===== src/rtl/core/svg_pkg.sv =====
`timescale 1ns / 1ps
`default_nettype none

package svg_pkg;

    localparam int MAX_RESOLUTION    = 255;
    localparam int CORDIC_ITERATIONS = 16;
    localparam int CORDIC_STEPS      = (CORDIC_ITERATIONS < 24) ? CORDIC_ITERATIONS : 24;
    localparam int CORDIC_CNT_W      = $clog2(CORDIC_STEPS + 1);

    // Width of the divider's dividend and quotient; the divisor is a resolution.
    localparam int DIV_W     = 40;
    localparam int DIV_CNT_W = $clog2(DIV_W);

    localparam logic signed [33:0] CORDIC_GAIN = 34'sd652032874;

    localparam logic [2:0] REG_U_RES   = 3'd0;
    localparam logic [2:0] REG_V_RES   = 3'd1;
    localparam logic [2:0] REG_RADIUS  = 3'd2;
    localparam logic [2:0] REG_CTR_X   = 3'd3;
    localparam logic [2:0] REG_CTR_Y   = 3'd4;
    localparam logic [2:0] REG_CTR_Z   = 3'd5;
    localparam logic [2:0] REG_NRM_EN  = 3'd6;
    localparam logic [2:0] REG_TEX_EN  = 3'd7;

    function automatic logic [31:0] atan_turn(input logic [4:0] idx);
        logic [31:0] v;
        case (idx)
            5'd0:    v = 32'h20000000;
            5'd1:    v = 32'h12E4051E;
            5'd2:    v = 32'h09FB385B;
            5'd3:    v = 32'h051111D4;
            5'd4:    v = 32'h028B0D43;
            5'd5:    v = 32'h0145D7E1;
            5'd6:    v = 32'h00A2F61E;
            5'd7:    v = 32'h00517C55;
            5'd8:    v = 32'h0028BE53;
            5'd9:    v = 32'h00145F2F;
            5'd10:   v = 32'h000A2F98;
            5'd11:   v = 32'h000517CC;
            5'd12:   v = 32'h00028BE6;
            5'd13:   v = 32'h000145F3;
            5'd14:   v = 32'h0000A2FA;
            5'd15:   v = 32'h0000517D;
            5'd16:   v = 32'h000028BE;
            5'd17:   v = 32'h0000145F;
            5'd18:   v = 32'h00000A30;
            5'd19:   v = 32'h00000518;
            5'd20:   v = 32'h0000028C;
            5'd21:   v = 32'h00000146;
            5'd22:   v = 32'h000000A3;
            5'd23:   v = 32'h00000051;
            default: v = 32'h00000000;
        endcase
        return v;
    endfunction

    function automatic logic [7:0] eff_res(input logic [7:0] r);
        logic [7:0] v;
        v = (r < 8'd2) ? 8'd2 : r;
        if (int'(v) > MAX_RESOLUTION) begin
            v = 8'(MAX_RESOLUTION);
        end
        return v;
    endfunction

    // Rounded product scaled back from Q2.30 times Q2.30.
    function automatic logic signed [32:0] rnd_unit(input logic signed [67:0] p);
        logic signed [67:0] t;
        t = p + 68'sd536870912;
        return t[62:30];
    endfunction

    // Rounded radius product plus centre, saturated to 32 bits.
    function automatic logic signed [31:0] pos_sat(input logic signed [67:0] p,
                                                   input logic signed [31:0] c);
        logic signed [67:0] t;
        logic signed [35:0] s;
        logic signed [31:0] v;
        t = p + 68'sd536870912;
        s = t[65:30] + 36'(c);
        if (s > 36'sd2147483647) begin
            v = 32'sh7FFFFFFF;
        end else if (s < -36'sd2147483648) begin
            v = 32'sh80000000;
        end else begin
            v = s[31:0];
        end
        return v;
    endfunction

    function automatic logic signed [15:0] nrm_sat(input logic signed [32:0] u);
        logic signed [32:0] t;
        logic signed [17:0] s;
        logic signed [15:0] v;
        t = u + 33'sd16384;
        s = t[32:15];
        if (s > 18'sd32767) begin
            v = 16'sh7FFF;
        end else if (s < -18'sd32768) begin
            v = 16'sh8000;
        end else begin
            v = s[15:0];
        end
        return v;
    endfunction

endpackage

`default_nettype wire


===== src/rtl/core/svg_div.sv =====
`timescale 1ns / 1ps
`default_nettype none

module svg_div
    import svg_pkg::*;
(
    input  wire logic             aclk,
    input  wire logic             aresetn,
    input  wire logic             start,
    input  wire logic [DIV_W-1:0] dividend,
    input  wire logic [7:0]       divisor,
    output logic                  done,
    output logic [DIV_W-1:0]      quotient
);

    logic                 busy_reg;
    logic                 done_reg;
    logic [DIV_CNT_W-1:0] cnt_reg;
    logic [7:0]           rem_reg;
    logic [7:0]           dsr_reg;
    logic [DIV_W-1:0]     quo_reg;
    logic [8:0]           trial;
    logic                 fits;

    // Restoring division: one quotient bit per cycle, most significant first.
    assign trial = {rem_reg, quo_reg[DIV_W-1]};
    assign fits  = (trial >= {1'b0, dsr_reg});

    always_ff @(posedge aclk) begin
        if (!aresetn) begin
            busy_reg <= 1'b0;
            done_reg <= 1'b0;
        end else begin
            done_reg <= 1'b0;
            if (start) begin
                busy_reg <= 1'b1;
                cnt_reg  <= '0;
                rem_reg  <= '0;
                dsr_reg  <= divisor;
                quo_reg  <= dividend;
            end else if (busy_reg) begin
                rem_reg <= fits ? 8'(trial - {1'b0, dsr_reg}) : trial[7:0];
                quo_reg <= {quo_reg[DIV_W-2:0], fits};
                cnt_reg <= cnt_reg + 1'b1;
                if (cnt_reg == DIV_CNT_W'(DIV_W - 1)) begin
                    busy_reg <= 1'b0;
                    done_reg <= 1'b1;
                end
            end
        end
    end

    assign done     = done_reg;
    assign quotient = quo_reg;

endmodule

`default_nettype wire


===== config.mk =====
export PLATFORM = sky130hd
export DESIGN_NAME = svg_div
export DESIGN_NICKNAME = d
export VERILOG_FILES = /design/src/rtl/core/svg_pkg.sv /design/src/rtl/core/svg_div.sv
export SDC_FILE = /design/constraint.sdc
export NUM_CORES = 1
export LEC_CHECK = 0
export BUFFER_PORTS_ARGS = -buffer_cell sky130_fd_sc_hd__buf_2
export CAP_MARGIN = 10
export CORE_MARGIN = 4
export CORE_UTILIZATION = 40
export CTS_CLUSTER_DIAMETER = 150
export DETAILED_ROUTE_END_ITERATION = 10
export PLACE_DENSITY = 0.67
export SLEW_MARGIN = 20
export SYNTH_ARGS = -nofsm -noshare
export SYNTH_HDL_FRONTEND = slang
export SYNTH_SLANG_ARGS = --single-unit

===== constraint.sdc =====
create_clock -name aclk -period 2.75 [get_ports aclk]
set_input_delay 0.825 -clock aclk [delete_from_list [all_inputs] [get_ports aclk]]
set_output_delay 0.825 -clock aclk [all_outputs]
set_load 0.05 [all_outputs]

==> results.py <==
metrics = {
    "worst_setup_path": {
        "cp-start-kind": "register",
        "worst-path-max-fanout": 7,
        "rr_endpoint": "quotient[0]$_DFFE_PP_",
        "critical-path-top-delay-family": "compound AO/OA/AOI/OAI gates",
        "worstPathBufferInverterCount": 0,
        "worst-r2r-cell-count": 5,
        "timing.critical_path.cells": "ha_1 -> a21o_2 -> a211oi_4 -> nand2_1 -> mux2_2",
        "setup.reg_to_reg.worst_slack_ps": 630,
        "worst-setup-path-type": "reg -> reg",
        "setup.worst_path.end_class": "register",
        "cp_slowest_stage_delay_ps": 410,
        "worst_ep_arrival_time_ps": 2200,
        "critical_path_required_ps": 2830,
        "critical-path-slowest-cell": "sky130_fd_sc_hd__edfxtp_1",
        "critical_path.reg2reg.startpoint": "rem_reg[5]$_SDFFCE_PP0P_",
    },
    "synth": {
        "synth.cell_area_um2": 3130,
        "synth-edff-count": 62,
        "synthDominantCellAreaShare_pct": 59.4,
        "synth_largest_area_cell": "sky130_fd_sc_hd__edfxtp_1",
        "post_synth_main_area_contributors": "sky130_fd_sc_hd__edfxtp_1 (59%), sky130_fd_sc_hd__mux2_2 (14%), sky130_fd_sc_hd__ha_1 (3.6%), sky130_fd_sc_hd__a21oi_1 (1.3%), sky130_fd_sc_hd__dfxtp_1 (1.3%)",
        "synth_top_flop_cell": "sky130_fd_sc_hd__edfxtp_1",
        "ffs_w_async_s_r_synth_pct": 0,
        "cell_count_after_synthesis": 211,
        "postSynthRegisterBits": 64,
        "synth-seq-area-share_pct": 60.7,
        "netlist-cell-type-count": 49,
        "synthesis.nets": 272,
        "yosys_warnings": 0,
        "syn_avg_cell_area_um2": 14.9,
    },
    "final_layout": {
        "fin_nets": 372,
        "filler_cells": 703,
        "layout.cell_area.non_filler_um2": 3910,
        "seqCellArea_um2": 1900,
        "syn2layout_area_growth_pct": 24.6,
        "largest_register_ff_count": 40,
        "final_layout_size_suffix_gt1_share_pct": 51.9,
        "diodes": 0,
        "multi_input_area_um2": 1160,
    },
    "global_routing": {
        "grt_overflow_total": 0,
        "first_global_vias": 2088,
        "grt_start_max_net_pins": 36,
        "grt_pass1_wl_um": 9850,
        "number_of_antenna_violations_at_the_first_check_in_global_routing": 0,
        "global_route.usage.total_pct": 14.0,
    },
    "clock_network": {
        "cts.htree.levels": 3,
        "cts.clk_slew.worst_paths_ps": 70,
        "postCtsSetupBuffers": 0,
        "tritoncts.num_buffers": 9,
        "tritoncts": "built",
        "cts.sink_count": 64,
        "insertion_delay_ps": 330,
        "root_driver": "sky130_fd_sc_hd__clkbuf_8",
        "hold_buffers": 0,
        "number_of_instances_resized_during_post_cts_repair": 0,
        "clockBufferDepth": 2,
    },
    "route": {
        "route.detailed.drc": 0,
        "detail_route.wl_per_cell_um": 15.4,
        "totalWireLength_um": 6450,
        "drt-pass1-iter-count": 4,
        "drtIter0Drc": 101,
        "ant_nets": 0,
        "vias": 2104,
        "routed_via_density": 5.03,
    },
    "timing": {
        "fmaxAchievable_ghz": 0.472,
        "tightest_slew_ps": 502,
        "setup_slack_ps": 632,
        "final.setup_skew_ps": 6.83,
        "period_minus_slack_ps": 2120,
        "final-setup-viol-count": 0,
        "max-slew-margin-rel_pct": 66.6,
        "timing_max_transition_violations_final": 0,
        "unrepaired_setup_endpoints_after_global_routing": "no",
        "hold_violations": 0,
        "final.setup.tns_ps": 0,
        "worst_hold_slack_ps": 460,
        "period_share_pct": 77.0,
    },
    "floorplanning": {
        "die_h_um": 96.5,
        "die-area_um2": 9320,
        "row_count": 32,
        "design.portCount": 92,
        "core-area_um2": 7690,
        "initial_utilization_pct": 40.8,
        "die_w_um": 96.5,
    },
    "outcome": {
        "run_status": "complete, no violations",
    },
    "place": {
        "routabilityCongestion": 0.774,
        "io_buffers": 91,
        "dpl.hpwl_um": 4730,
        "post_dp_cell_area_um2": 3710,
        "pre_cts_slack_ps": 679,
    },
    "run": {
        "cap_violations": 0,
    },
    "worst_hold_path": {
        "worst_hold_path_type": "reg -> reg",
        "whs_path_depth": 2,
        "min_from": "busy_reg$_SDFF_PN0_",
        "hold-path-endpoint": "done$_SDFF_PP0_",
    },
    "power": {
        "power_leakage_nw": 1.54,
        "power_per_cell_area_nw_per_um2": 640,
        "vdd_ir_drop_max_mv": 0.292,
    },
}
cells in the final DEF (no fill, tap or decap), types with 6 or more instances in the layout:
cell type                  instances
sky130_fd_sc_hd__nand3_1           8
sky130_fd_sc_hd__mux2_2           40
sky130_fd_sc_hd__inv_1            10
sky130_fd_sc_hd__ha_1              9
sky130_fd_sc_hd__edfxtp_1         62
sky130_fd_sc_hd__o21ai_0           6
sky130_fd_sc_hd__clkbuf_8          9
sky130_fd_sc_hd__buf_2            91
sky130_fd_sc_hd__nor2_1            7
sky130_fd_sc_hd__a21oi_1           8
synthesized netlist by cell type, types with 2 or more instances:
library cell               instances
sky130_fd_sc_hd__mux2_2           40
sky130_fd_sc_hd__edfxtp_1         62
sky130_fd_sc_hd__xor2_1            2
sky130_fd_sc_hd__nor3b_1           2
sky130_fd_sc_hd__a211oi_1          2
sky130_fd_sc_hd__dfxtp_1           2
sky130_fd_sc_hd__nor3_1            4
sky130_fd_sc_hd__o211ai_1          2
sky130_fd_sc_hd__o21a_1            3
sky130_fd_sc_hd__xnor2_1           3
sky130_fd_sc_hd__nor2_1            7
sky130_fd_sc_hd__nand2_1           4
sky130_fd_sc_hd__o21ai_0           6
sky130_fd_sc_hd__inv_1            10
sky130_fd_sc_hd__nand3_1           8
sky130_fd_sc_hd__a21oi_1           8
sky130_fd_sc_hd__nor2b_1           4
sky130_fd_sc_hd__buf_6             2
sky130_fd_sc_hd__ha_1              9
sky130_fd_sc_hd__buf_1             2
how the worst max path moves through the flow:
| stage | start | end | slack, ps | depth (start not counted) |
|---|---|---|---|---|
| finish | rem_reg[5]$_SDFFCE_PP0P_ | quotient[0]$_DFFE_PP_ | 630 | 5 |
| global route | rem_reg[5]$_SDFFCE_PP0P_ | quotient[0]$_DFFE_PP_ | 520 | 5 |
| floorplan | start | cnt_reg[0]$_SDFFCE_PP0P_ | 100 | 2 |
| detailed placement | quotient[39]$_DFFE_PP_ | rem_reg[6]$_SDFFCE_PP0P_ | 680 | 8 |
| global placement | quotient[39]$_DFFE_PP_ | rem_reg[6]$_SDFFCE_PP0P_ | 690 | 8 |
| CTS | quotient[39]$_DFFE_PP_ | rem_reg[6]$_SDFFCE_PP0P_ | 640 | 8 |
cells by family after synthesis:
kind of cell             after synthesis  synth area share [%]
XOR/XNOR                               5                  1.40
AND/OR/NAND/NOR                       39                  7.07
buffers and inverters                 16                  2.44
flip-flops                            64                  60.7
AO/OA/AOI/OAI                         37                  9.82
adder cells (fa/ha/maj)               10                  4.23
multiplexers                          40                  14.4
power breakdown:
| part | internal [W] | switching, W |
|---|---|---|
| clock network | 0.000418 | 0.000371 |
| logic | 0.000195 | 0.000320 |
| registers | 0.00116 | 0.0000358 |
cell type report:
| class | count | share of cell area (%) |
|---|---|---|
| well taps | 102 | 3.27 |
| inverters | 10 | 0.961 |
| flip-flops and latches | 64 | 48.7 |
| repair buffers | 95 | 12.4 |
| clock buffers | 9 | 3.17 |
| clock inverters | 7 | 1.83 |
| multi-input cells | 131 | 29.6 |
layer usage:
layer  up-vias  share of wire (%)  GRT usage, %
li1       1022                  -             -
met1      1015                 44          17.8
met2        61                 48          21.7
met3         6                7.6          5.58
met4         0                1.0          5.26
met5         -                  0             0
stage by stage:
step	total power [W]	utilization (%)	instances
2_1_floorplan	0.00160	-	211
3_3_place_gp	0.00172	48.3	402
3_5_place_dp	0.00173	48.3	402
4_1_cts	0.00253	50.8	418
5_1_grt	0.00262	50.8	418
6_report	0.00250	50.8	418
worst min-delay path: stages (launching register included):
cell and delay (ps):
sky130_fd_sc_hd__dfxtp_1 320, sky130_fd_sc_hd__nand2_1 60, sky130_fd_sc_hd__nor4_1 50
No activity file was read; power rests on OpenSTA's default activity.
