===== src/rtl/core/svg_pkg.sv =====
`timescale 1ns / 1ps
`default_nettype none

package svg_pkg;

    localparam int MAX_RESOLUTION    = 255;
    localparam int CORDIC_ITERATIONS = 16;
    localparam int CORDIC_STEPS      = (CORDIC_ITERATIONS < 24) ? CORDIC_ITERATIONS : 24;
    localparam int CORDIC_CNT_W      = $clog2(CORDIC_STEPS + 1);

    // Width of the divider's dividend and quotient; the divisor is a resolution.
    localparam int DIV_W     = 40;
    localparam int DIV_CNT_W = $clog2(DIV_W);

    localparam logic signed [33:0] CORDIC_GAIN = 34'sd652032874;

    localparam logic [2:0] REG_U_RES   = 3'd0;
    localparam logic [2:0] REG_V_RES   = 3'd1;
    localparam logic [2:0] REG_RADIUS  = 3'd2;
    localparam logic [2:0] REG_CTR_X   = 3'd3;
    localparam logic [2:0] REG_CTR_Y   = 3'd4;
    localparam logic [2:0] REG_CTR_Z   = 3'd5;
    localparam logic [2:0] REG_NRM_EN  = 3'd6;
    localparam logic [2:0] REG_TEX_EN  = 3'd7;

    function automatic logic [31:0] atan_turn(input logic [4:0] idx);
        logic [31:0] v;
        case (idx)
            5'd0:    v = 32'h20000000;
            5'd1:    v = 32'h12E4051E;
            5'd2:    v = 32'h09FB385B;
            5'd3:    v = 32'h051111D4;
            5'd4:    v = 32'h028B0D43;
            5'd5:    v = 32'h0145D7E1;
            5'd6:    v = 32'h00A2F61E;
            5'd7:    v = 32'h00517C55;
            5'd8:    v = 32'h0028BE53;
            5'd9:    v = 32'h00145F2F;
            5'd10:   v = 32'h000A2F98;
            5'd11:   v = 32'h000517CC;
            5'd12:   v = 32'h00028BE6;
            5'd13:   v = 32'h000145F3;
            5'd14:   v = 32'h0000A2FA;
            5'd15:   v = 32'h0000517D;
            5'd16:   v = 32'h000028BE;
            5'd17:   v = 32'h0000145F;
            5'd18:   v = 32'h00000A30;
            5'd19:   v = 32'h00000518;
            5'd20:   v = 32'h0000028C;
            5'd21:   v = 32'h00000146;
            5'd22:   v = 32'h000000A3;
            5'd23:   v = 32'h00000051;
            default: v = 32'h00000000;
        endcase
        return v;
    endfunction

    function automatic logic [7:0] eff_res(input logic [7:0] r);
        logic [7:0] v;
        v = (r < 8'd2) ? 8'd2 : r;
        if (int'(v) > MAX_RESOLUTION) begin
            v = 8'(MAX_RESOLUTION);
        end
        return v;
    endfunction

    // Rounded product scaled back from Q2.30 times Q2.30.
    function automatic logic signed [32:0] rnd_unit(input logic signed [67:0] p);
        logic signed [67:0] t;
        t = p + 68'sd536870912;
        return t[62:30];
    endfunction

    // Rounded radius product plus centre, saturated to 32 bits.
    function automatic logic signed [31:0] pos_sat(input logic signed [67:0] p,
                                                   input logic signed [31:0] c);
        logic signed [67:0] t;
        logic signed [35:0] s;
        logic signed [31:0] v;
        t = p + 68'sd536870912;
        s = t[65:30] + 36'(c);
        if (s > 36'sd2147483647) begin
            v = 32'sh7FFFFFFF;
        end else if (s < -36'sd2147483648) begin
            v = 32'sh80000000;
        end else begin
            v = s[31:0];
        end
        return v;
    endfunction

    function automatic logic signed [15:0] nrm_sat(input logic signed [32:0] u);
        logic signed [32:0] t;
        logic signed [17:0] s;
        logic signed [15:0] v;
        t = u + 33'sd16384;
        s = t[32:15];
        if (s > 18'sd32767) begin
            v = 16'sh7FFF;
        end else if (s < -18'sd32768) begin
            v = 16'sh8000;
        end else begin
            v = s[15:0];
        end
        return v;
    endfunction

endpackage

`default_nettype wire


===== src/rtl/core/svg_cordic.sv =====
`timescale 1ns / 1ps
`default_nettype none

module svg_cordic
    import svg_pkg::*;
(
    input  wire logic               aclk,
    input  wire logic               aresetn,
    input  wire logic               start,
    input  wire logic [31:0]        angle,
    output logic                    done,
    output logic signed [32:0]      cos_out,
    output logic signed [32:0]      sin_out
);

    logic                    busy_reg;
    logic                    done_reg;
    logic [CORDIC_CNT_W-1:0] cnt_reg;
    logic [1:0]              quad_reg;
    logic signed [33:0]      x_reg;
    logic signed [33:0]      y_reg;
    logic signed [32:0]      z_reg;
    logic signed [32:0]      cos_reg;
    logic signed [32:0]      sin_reg;
    logic [31:0]             shifted;
    logic signed [33:0]      xs;
    logic signed [33:0]      ys;
    logic signed [32:0]      at;

    // The angle is moved by an eighth of a turn so that the top two bits pick
    // the quadrant and the residual lies within one eighth either side.
    assign shifted = angle + 32'h20000000;
    assign xs      = x_reg >>> cnt_reg;
    assign ys      = y_reg >>> cnt_reg;
    assign at      = $signed({1'b0, atan_turn(5'(cnt_reg))});

    always_ff @(posedge aclk) begin
        if (!aresetn) begin
            busy_reg <= 1'b0;
            done_reg <= 1'b0;
        end else begin
            done_reg <= 1'b0;
            if (start) begin
                busy_reg <= 1'b1;
                cnt_reg  <= '0;
                quad_reg <= shifted[31:30];
                x_reg    <= CORDIC_GAIN;
                y_reg    <= '0;
                z_reg    <= $signed({3'b000, shifted[29:0]}) - 33'sd536870912;
            end else if (busy_reg) begin
                if (cnt_reg == CORDIC_CNT_W'(CORDIC_STEPS)) begin
                    busy_reg <= 1'b0;
                    done_reg <= 1'b1;
                    case (quad_reg)
                        2'd0: begin
                            cos_reg <= x_reg[32:0];
                            sin_reg <= y_reg[32:0];
                        end
                        2'd1: begin
                            cos_reg <= 33'(-y_reg);
                            sin_reg <= x_reg[32:0];
                        end
                        2'd2: begin
                            cos_reg <= 33'(-x_reg);
                            sin_reg <= 33'(-y_reg);
                        end
                        default: begin
                            cos_reg <= y_reg[32:0];
                            sin_reg <= 33'(-x_reg);
                        end
                    endcase
                end else begin
                    if (z_reg >= 0) begin
                        x_reg <= x_reg - ys;
                        y_reg <= y_reg + xs;
                        z_reg <= z_reg - at;
                    end else begin
                        x_reg <= x_reg + ys;
                        y_reg <= y_reg - xs;
                        z_reg <= z_reg + at;
                    end
                    cnt_reg <= cnt_reg + 1'b1;
                end
            end
        end
    end

    assign done    = done_reg;
    assign cos_out = cos_reg;
    assign sin_out = sin_reg;

endmodule

`default_nettype wire

===== config.mk =====
export PLATFORM = sky130hd
export DESIGN_NAME = svg_cordic
export DESIGN_NICKNAME = d
export VERILOG_FILES = /design/src/rtl/core/svg_pkg.sv /design/src/rtl/core/svg_cordic.sv
export SDC_FILE = /design/constraint.sdc
export NUM_CORES = 1
export LEC_CHECK = 0
export ABC_AREA = 1
export BUFFER_PORTS_ARGS = -buffer_cell sky130_fd_sc_hd__buf_2
export CAP_MARGIN = 20
export CORE_MARGIN = 3
export CORE_UTILIZATION = 35
export CTS_BUF_LIST = sky130_fd_sc_hd__clkbuf_2
export DETAILED_ROUTE_END_ITERATION = 10
export SLEW_MARGIN = 15
export SYNTH_ARGS = -nofsm -noshare
export SYNTH_HDL_FRONTEND = slang
export SYNTH_SLANG_ARGS = --single-unit

===== constraint.sdc =====
create_clock -name aclk -period 4.08 [get_ports aclk]
set_clock_uncertainty 0.1 [all_clocks]
set_input_delay 0 -clock aclk [delete_from_list [all_inputs] [get_ports aclk]]
set_output_delay 0 -clock aclk [all_outputs]
set_load 0.01 [all_outputs]

==> flow_summary_export.csv <==
group,metric,value,unit
global_route,grt_pass1_vias,26500,
global_route,maximum_number_of_pins_on_one_net_before_global_route_repair,62,
global_route,grt_usage,0.275,
sta,worst_slew_pin_slew,1.06,ns
floorplan,initial_core_util,0.357,
floorplan,core,62400,µm²
setup_path,cp.required,4.78,ns
logic_synthesis,asyncSetResetFlopFracSynth,0,
pwr,p_sw_frac,0.488,
sta,fin_hold_viols,0,
detailed_routing,wl_per_cell,18.6,µm
logic_synthesis,synthDistinctLibCells,61,
logic_synthesis,postSynthCellCount,3463,
setup_path,timing.critical_path.mode_cell,"sky130_fd_sc_hd__nand2_2",
setup_path,worst_setup_path_start_kind,"flip-flop",
logic_synthesis,ys_warn_count,0,
setup_path,critPathSlowestCell,"sky130_fd_sc_hd__edfxtp_1",
setup_path,startpoint_of_the_most_critical_register_to_register_path,"cnt_reg[0]",
logic_synthesis,netlist.top_cell.by_area,"sky130_fd_sc_hd__edfxtp_1",
finish,final.fill_count,5719,
finish,final_design_area_no_fill,35500,µm²
pwr,pwr_density_cell,633,nW/µm²
detailed_routing,first_iter_violations,2231,
logic_synthesis,synth_enable_flop_cells,174,
placed_design,detailed_placement_hpwl,71.0,mm
floorplan,die_h,258,µm
setup_path,cp_top_family,"simple AND/OR/NAND/NOR gates",
logic_synthesis,post_synth.cell_area_avg,6.44,µm²
detailed_routing,remaining_drc_errors,0,
logic_synthesis,synthTopCellsByCount,"sky130_fd_sc_hd__nand2_1, sky130_fd_sc_hd__nand3_1, sky130_fd_sc_hd__inv_1",
finish,fraction_of_layout_instances_using_a_drive_strength_above_1,0.393,
flow_run,maximum_capacitance_violations,0,
logic_synthesis,synth-seq-area-share,0.263,
floorplan,rows,91,
setup_path,crit_path_end_kind,"flip-flop",
setup_path,worst-endpoint-arrival,5.47,ns
detailed_routing,vias_per_cell,5.35,
detailed_routing,drt_pre_antenna_iters,6,
clock_tree,insertion_delay,1.06,ns
worst_hold_path,hold_start,"start",
finish,nNetsFinal,4594,
clock_tree,tritoncts,"done",
sta,finalSetupViolations,51,
placed_design,placement.cell_area,28900,µm²
sta,final_max_slew_viol_count,0,
finish,register_area,5870,µm²
setup_path,cp-startpoint,"cnt_reg[0]",
setup_path,worst-setup-path-type,"reg -> reg",
floorplan,die_area,66800,µm²
setup_path,worstPathMaxFanout,6,
clock_tree,htreeDepth,2,
global_route,grt_antenna_before_repair,2,
sta,unrepaired_setup_endpoints_after_global_routing,"yes",
worst_hold_path,hp-class,"in -> reg",
setup_path,timing.critical_path.slowest_cell_delay,0.46,ns
clock_tree,clock-sinks,206,
detailed_routing,wirelength,99.3,mm
logic_synthesis,synthesized_nets,3614,
pwr,netSwitchingPower,10.9,mW
pwr,p_clk_frac,0.082,
sta,finalWorstSetupSlack,-0.684,ns
global_route,wire_length_of_the_first_global_routing_pass,146,mm
setup_path,r2r_setup_slack,-0.68,ns
floorplan,die_x,258,µm
sta,min_period_over_period,1.17,
logic_synthesis,mappedNetlistArea,22300,µm²
status,run_status,"finished with violations",
finish,final_util,0.568,
detailed_routing,drtAntennaViolNets,0,
setup_path,cp_num_buf_inv,11,
pwr,share_comb_of_total_power,0.767,
status,violations,"setup timing",
clock_tree,worst_setup_hold_path_clk_slew,0.12,ns
finish,multiInputGateArea,17700,µm²
logic_synthesis,synth_area_leaders,"sky130_fd_sc_hd__edfxtp_1, sky130_fd_sc_hd__nand2_1, sky130_fd_sc_hd__nand3_1",
logic_synthesis,synth_top_flop_cell,"sky130_fd_sc_hd__edfxtp_1",
pwr,power.internal,11.5,mW
detailed_routing,via_count,28600,
sta,fmax,210,MHz
finish,area_growth_syn_to_layout,59.1,%
placed_design,portBuffers,101,
logic_synthesis,synth.ff_latch_count,206,
sta,fin_crit,4.76,ns
global_route,overflow,0,
logic_synthesis,yosysMostFrequentCell,"sky130_fd_sc_hd__nand2_1",
placed_design,preCtsSetupSlack,-0.785,ns
pwr,power_leakage,16.6,nW
floorplan,ports,102,
logic_synthesis,post-synth-top-area-fraction,0.234,
pwr,sequentialPowerShare,0.151,
pwr,maximum_vdd_drop,0.357,mV
clock_tree,num_cts_buffers,61,
sta,timing.slew.headroom,0.291,
clock_tree,cts.root.buffer_cell,"sky130_fd_sc_hd__clkbuf_2",
placed_design,gp_routability_congestion,0.983,
clock_tree,max-clock-path-buffers,3,
area by class of cell:
cell class / count / share of cell area
Inverter: 393 / 0.0421
Multi-Input combinational cell: 2719 / 0.500
Antenna cell: 1 / 0.0000706
Clock buffer: 70 / 0.00988
Sequential cell: 206 / 0.165
Tap cell: 837 / 0.0295
Timing Repair Buffer: 1061 / 0.244
Timing Repair inverter: 1 / 0.000318
Clock inverter: 46 / 0.00847
final timing paths:
| kind | cells past startpoint | to |
|---|---|---|
| setup / recovery | 38 | y_reg[29] |
| hold / removal | 4 | y_reg[9] |
| setup reg to reg | 38 | y_reg[29] |
| hold reg to reg | 2 | done |
stage by stage:
step	TNS, ns	power, mW	cells	hold slack [ns]
after floorplan	0	9.84	3463	0.0856
after global placement	-20.57	15.8	4994	0.169
after detailed placement	-22.60	15.9	4994	0.177
after CTS	-10.86	19.5	5267	0.0207
after global routing	-29.05	23.9	5334	0.136
final	-20.02	22.4	5334	0.202
cell families (layout without fill, tap and decap cells):
family                     after synthesis  after routing  share of synthesized area
DFF                                    206            206                      0.263
AOI/OAI and AO/OA                      582            582                      0.153
and+or+nand+nor                       1889           1889                      0.367
buffers and inverters                  538           1571                     0.0982
xor gates and xnor gates               132            132                     0.0519
adders and majority gates              116            116                     0.0661
other                                    0              1                          0
routing by layer:
layer / part of all wire / track usage / vias to the layer above
met5: 0 / 0 / -
met4: 0.046 / 0.104 / 0
met3: 0.079 / 0.0451 / 294
met2: 0.45 / 0.449 / 1172
met1: 0.42 / 0.365 / 13400
li1: - / - / 13700
power groups by stage:
stage	Combinational [mW]	Sequential (mW)	Clock, mW
2_1_floorplan	6.68	3.16	0
3_3_place_gp	12.4	3.35	0
3_5_place_dp	12.5	3.35	0
4_1_cts	14.2	3.32	1.92
5_1_grt	18.5	3.40	2.02
6_report	17.2	3.39	1.84
tightest hold or removal path, cell delays in order:
cell	delay, ns
sky130_fd_sc_hd__dlygate4sd3_1	0.53
sky130_fd_sc_hd__buf_2	0.32
sky130_fd_sc_hd__a21oi_1	0.21
sky130_fd_sc_hd__o21a_1	0.12
repair_timing:
item | CTS | global route
buffers inserted | 44 | 66
endpoints found under the setup margin | 50 | 69
hold endpoints to repair | 264 | 0
hold buffers | 107 | 0
gates resized for setup | 414 | 544
pin swaps | 171 | 188
gates cloned | 6 | 3
cells in the final DEF, fill, tap and decap left out, types with 16 or more instances in the layout:
master	synthesis	routed
sky130_fd_sc_hd__o21ai_0	184	117
sky130_fd_sc_hd__nand3_1	435	316
sky130_fd_sc_hd__dlygate4sd3_1	0	107
sky130_fd_sc_hd__inv_1	384	340
sky130_fd_sc_hd__a21oi_4	0	18
sky130_fd_sc_hd__nor2_4	5	42
sky130_fd_sc_hd__clkbuf_2	0	70
sky130_fd_sc_hd__buf_6	13	85
sky130_fd_sc_hd__o2111ai_1	21	19
sky130_fd_sc_hd__inv_2	6	50
sky130_fd_sc_hd__o21ai_1	17	36
sky130_fd_sc_hd__o21a_1	18	18
sky130_fd_sc_hd__nor4_1	23	17
sky130_fd_sc_hd__o21ai_2	11	48
sky130_fd_sc_hd__nand2_4	0	43
sky130_fd_sc_hd__nand3_4	0	20
sky130_fd_sc_hd__buf_4	7	744
sky130_fd_sc_hd__ha_4	0	28
sky130_fd_sc_hd__edfxtp_1	174	174
sky130_fd_sc_hd__a21oi_1	195	126
sky130_fd_sc_hd__nor3_1	40	28
sky130_fd_sc_hd__clkinv_1	2	26
sky130_fd_sc_hd__xor2_1	101	90
sky130_fd_sc_hd__a31oi_4	0	16
sky130_fd_sc_hd__or2_2	43	43
sky130_fd_sc_hd__ha_1	113	83
sky130_fd_sc_hd__buf_2	35	101
sky130_fd_sc_hd__xnor2_1	31	27
sky130_fd_sc_hd__nand2_1	950	792
sky130_fd_sc_hd__a21oi_2	0	51
sky130_fd_sc_hd__nor2_1	298	221
sky130_fd_sc_hd__dfxtp_1	32	31
sky130_fd_sc_hd__nand3_2	3	102
sky130_fd_sc_hd__nor2_2	5	45
sky130_fd_sc_hd__nand2_2	13	127
sky130_fd_sc_hd__nand4_1	47	47
Power figures use the tool's default switching activity.
